[config.mk]
export PLATFORM = sky130hd
export DESIGN_NAME = cbs_queue
export DESIGN_NICKNAME = d
export VERILOG_FILES = /design/src/cbs_pkg.sv /design/src/cbs_queue.sv
export SDC_FILE = /design/constraint.sdc
export NUM_CORES = 1
export LEC_CHECK = 0
export BUFFER_PORTS_ARGS = -buffer_cell sky130_fd_sc_hd__clkbuf_2
export CORE_MARGIN = 1
export CORE_UTILIZATION = 56
export DETAILED_ROUTE_END_ITERATION = 12
export PLACE_DENSITY = 0.84
export SETUP_SLACK_MARGIN = 0.2
export SYNTH_ARGS = -nofsm -noshare
export SYNTH_HDL_FRONTEND = slang
export SYNTH_SLANG_ARGS = --single-unit
[constraint.sdc]
create_clock -name clk -period 16.8 [get_ports clk]
set_clock_uncertainty 0.05 [all_clocks]
set_input_delay 0 -clock clk [delete_from_list [all_inputs] [get_ports clk]]
set_output_delay 0 -clock clk [all_outputs]
set_load 0.03 [all_outputs]
[src/cbs_pkg.sv]
// ----------------------------------------------------------------------------
// cbs_pkg
// Types, constants and helper functions shared by the event scheduler.
// ----------------------------------------------------------------------------
package cbs_pkg;

	localparam int TABLE_DEPTH = 16;
	localparam int TRIG_BITS   = 8;
	localparam int IDX_W       = $clog2(TABLE_DEPTH);
	localparam int CYC_W       = 64;
	localparam int Q_DEPTH     = 2;

	typedef logic [CYC_W-1:0]       cyc_t;
	typedef logic [TRIG_BITS-1:0]   trig_t;
	typedef logic [TABLE_DEPTH-1:0] slot_vec_t;
	typedef logic [IDX_W-1:0]       idx_t;

	typedef enum logic [2:0] {
		CMD_TICK          = 3'd0,
		CMD_SET_ABS       = 3'd1,
		CMD_SET_REL       = 3'd2,
		CMD_CLR_TRIGGER   = 3'd3,
		CMD_CLR_CYCLE     = 3'd4,
		CMD_REASSIGN      = 3'd5,
		CMD_CLR_CURRENT   = 3'd6,
		CMD_UNKNOWN       = 3'd7
	} cmd_t;

	typedef enum logic [1:0] {
		RES_FIRED    = 2'd0,
		RES_ACCEPTED = 2'd1,
		RES_REJECTED = 2'd2
	} res_t;

	typedef struct packed {
		cmd_t  cmd;
		cyc_t  cv;
		cyc_t  nc;
		trig_t trig;
	} entry_t;

	function automatic slot_vec_t lowest_bit(input slot_vec_t v);
		return v & (~v + slot_vec_t'(1));
	endfunction

	function automatic idx_t onehot_idx(input slot_vec_t v);
		idx_t r;
		r = '0;
		for (int i = 0; i < TABLE_DEPTH; i++) begin
			if (v[i])
				r = r | idx_t'(i);
		end
		return r;
	endfunction

endpackage

[src/cbs_queue.sv]
// ----------------------------------------------------------------------------
// cbs_queue
// Short command queue between the front and the back.
// ----------------------------------------------------------------------------
module cbs_queue import cbs_pkg::*; (
	input  logic   clk,
	input  logic   arst_n,
	input  logic   push,
	input  entry_t push_entry,
	output logic   full,
	input  logic   pop,
	output entry_t pop_entry,
	output logic   not_empty
);

	entry_t                   mem_q [Q_DEPTH];
	logic [$clog2(Q_DEPTH)-1:0] wr_q, rd_q;
	logic [$clog2(Q_DEPTH):0]   cnt_q;

	assign full      = (cnt_q == ($clog2(Q_DEPTH)+1)'(Q_DEPTH));
	assign not_empty = (cnt_q != '0);
	assign pop_entry = mem_q[rd_q];

	always_ff @(posedge clk) begin
		if (push)
			mem_q[wr_q] <= push_entry;
	end

	always_ff @(posedge clk or negedge arst_n) begin
		if (!arst_n) begin
			wr_q  <= '0;
			rd_q  <= '0;
			cnt_q <= '0;
		end else begin
			if (push)
				wr_q <= wr_q + 1'b1;
			if (pop)
				rd_q <= rd_q + 1'b1;
			if (push && !pop)
				cnt_q <= cnt_q + 1'b1;
			else if (pop && !push)
				cnt_q <= cnt_q - 1'b1;
		end
	end

endmodule

# [Word level (Yosys, flattened, before mapping)]
# Memories as Yosys holds them, arrays and structs flattened.
# Index checks and enable logic that the tools add are counted.
[totals] register_bits=4 ram_bits=278 inputBits=143 word_cells=19 n_memories=1
[classes] addsub=4 eq_ne=1 muxes=4 reduce_logical=6
[mem_list] memory="mem_q" depth=2 width=139 read_ports=1 rd_ports_with_merged_regs=0 write_ports=1 line="cbs_queue.sv:16" rtl="entry_t mem_q [Q_DEPTH];"
[ops] op="$mux 2" count=2
[ops] op="$reduce_bool 2->1" count=2
[ops] op="$add 1x1->1 const B" count=2
[ops] op="$add 2x1->2 const B" count=1
[ops] op="$eq 2x2->1 const B" count=1
[ops] op="$logic_and 1x1->1" count=2
[ops] op="$logic_not 1->1" count=2
[ops] op="$mux 1" count=2
[ops] op="$sub 2x1->2 const B" count=1

# [Depth between registers and ports, before layout]
[logic_depth] depth_word=4 mapped_depth=5 mapped_depth_nobuf=5

# [Least setup slack after synthesis]
# Ideal clock, no wire load.
[synth_path] kind="reg-to-reg" startpoint="reg wr_q" endpoint="mem mem_q[0][0] in the netlist's numbering (enable)" setup_time_ns=0.656 arrival_time_ns=6.541 setup_slack_ns=9.553 path_stages_with_launch=2 period_less_slack_ns=7.247 path_cell_list="dfrtp_1 nor2b_1"
[synth_lines] element="from (decl)" line="cbs_queue.sv:17" rtl="logic [$clog2(Q_DEPTH)-1:0] wr_q, rd_q;"
[synth_lines] element="from (signal assigned)" line="cbs_queue.sv:36" rtl="wr_q <= wr_q + 1'b1;"
[synth_lines] element="to (decl)" line="cbs_queue.sv:16"
# Straight into the memory's write port.

==> metrics <==
nets@finish=1037; Slew Limit Fails=0; Buffers & Inverters on Critical Path=2; R2R setup slack=14.20 ns; slowest stage delay, CP=0.92 ns; fin crit share=0.165; initial core utilization=0.571; Tmin final=2.77 ns; total grt overflow=0; post-cts sizing count=0; clk slew on worst S/H paths=0.06 ns; total power=2.56 mW; 1st-pass router iterations=4; Crit-path slowest cell=buf_4; P&R area growth vs syn=37.4%; most frequent cells in the layout=clkbuf_2 (283), edfxtp_1 (278), dlygate4sd3_1 (143); final wirelength=23300 um; type of the tightest min-delay check=in2reg; RSZ-0062 raised after global routing=no; Worst EP arrival=2.72 ns; share of layout cells above drive strength 1=0.516; Hold Path Origin=push_entry[136]; syn_nets=593; H-tree depth=1; register area share after synthesis=0.794; FMAX=0.361 GHz; CP Data Required Time=16.75 ns; port buffer count=283; DR WL/cell=20.3 um; critical path class=reg2out; first-pass GRT wire length=35300 um; TritonCTS clock tree=built; Synth Register Bits=282; I/O Pins=284; kind of cell adding the most delay to the critical path=buffers and inverters; gr usage total=0.240; core area=18600 um2; Via density=5.17; Cell Chain, Critical Path=buf_4 -> mux2_2 -> clkbuf_2; Max VDD drop=0.163 mV; worst skew pair latency=0.52 ns; Synth area leader=edfxtp_1; Worst R2R Path Depth=2; final number of hold-violating endpoints=0; Placer Congestion=0.738; initial antenna violation count=2; full die area=19500 um2; setup TNS=0 ns; Area contributors post-synth=edfxtp_1 (78%), mux2_4 (14%), mux2_2 (4.1%); iteration-0 DRC count of the detailed router=379; worst setup margin=14.03 ns; crit path launch type=flip-flop; die extent in x=140 um; CTS max path bufs=3; commonest non-fill, non-tap cell in the layout=clkbuf_2; crit end category=output port; Netlist cell types=15; Yosys warning total=0; CP max FO=66; WHS Path Cells=2; DRT antenna net count=0; slew margin rel.=0.240; vias in the first global route=6431; largest net degree at the start of global routing=74; share of the synthesized area in the top cell type=0.785; worst-margin pin slew=1.14 ns; DR vias=5947; syn avg cell area=23.7 um2; DP HPWL=12500 um; MaxCap Viol Count=0; root buf cell=clkbuf_16; die height=140 um; Pwr per Cell Area=175 nW/um2; outcome=complete, no violations; CTS Sinks=282; Leakage Power=5.94 nW; Post-Synthesis Cells=449; worst reg2reg path endpoint=mem_q[1][109]$_DFFE_PP_; R2R Path Start=wr_q$_DFFE_PN0P_; Hold EP=mem_q[0][136]$_DFFE_PP_; pre-CTS setup slack=14.18 ns; synthesized area=10600 um2; total CTS buffers=27; Rows=50; DRC=0; final setup fails=0
==> timing repair <==
item	in CTS	in global routing
endpoints found under the hold margin	286	0
buffers inserted	0	0
hold buffers	143	0
setup endpoints to repair	0	0
==> synth_stat cells <==
| master | instances |
|---|---|
| or2_2 | 1 |
| and2_1 | 1 |
| buf_8 | 1 |
| xor2_1 | 4 |
| xnor2_1 | 1 |
| nor2_1 | 1 |
| mux2_2 | 39 |
| mux2_4 | 100 |
| buf_6 | 11 |
| dfrtp_1 | 4 |
| nor2b_1 | 2 |
| inv_1 | 1 |
| edfxtp_1 | 278 |
| ha_1 | 1 |
| buf_2 | 4 |
==> logic make-up (layout without fill, tap and decap cells) <==
logic type / count (synthesis) / after routing / share of synthesized area
mux: 139 / 139 / 0.182
xor+xnor: 5 / 5 / 0.00412
fa+ha+maj: 1 / 1 / 0.00118
flops: 282 / 282 / 0.794
simple gates: 5 / 5 / 0.00271
other cells: 0 / 2 / 0
buf+inv: 17 / 482 / 0.0153
==> how the worst max path moves through the flow <==
stage,cells after the start,end,slack [ns],start
after floorplan,1,mem_q[0][0]$_DFFE_PP_,9.55,wr_q$_DFFE_PN0P_
after global placement,2,mem_q[1][86]$_DFFE_PP_,14.26,wr_q$_DFFE_PN0P_
after detailed placement,2,mem_q[1][82]$_DFFE_PP_,14.18,wr_q$_DFFE_PN0P_
after CTS,3,pop_entry[131],14.02,rd_q$_DFFE_PN0P_
after global routing,3,pop_entry[134],13.93,rd_q$_DFFE_PN0P_
final,3,pop_entry[134],14.03,rd_q$_DFFE_PN0P_
==> metrics by stage <==
| stage | util | hold WS [ns] | std cells | instance area (um2) |
|---|---|---|---|---|
| finish | 0.784 | 0.157 | 1150 | 14600 |
| global route | 0.784 | 0.145 | 1150 | 14600 |
| CTS | 0.784 | 0.139 | 1148 | 14600 |
| detailed placement | 0.656 | -0.225 | 955 | 12200 |
| global placement | 0.656 | -0.235 | 955 | 12200 |
| floorplan | - | -0.346 | 449 | 10600 |
==> area by class of cell <==
cell class              count  area (um2)
inverters                   1        3.75
clock inverters            20         253
repair buffers            431        2890
diodes                      2        5.00
fillers                   962        4030
flip-flops and latches    282        8450
multi-input cells         150        2040
well taps                 234         293
clock buffers              30         687
==> registers in the layout, indices dropped and copies added (netlist names) <==
name,flops
cnt_q,2
mem_q,278
rd_q,1
wr_q,1
==> report_power, final <==
group          switching, mW  internal (mW)
combinational          0.580          0.356
clock                  0.251          0.387
sequential            0.0485          0.937
==> per-layer routing <==
layer | vias up | part of all wire | wire [um] | global-route usage
met4 | 0 | 0.019 | 453 | 0.0706
met3 | 34 | 0.076 | 1770 | 0.0533
li1 | 2672 | - | - | -
met2 | 301 | 0.54 | 12600 | 0.449
met1 | 2940 | 0.36 | 8440 | 0.271
met5 | - | 0 | 0 | 0
Power figures use the tool's default switching activity.
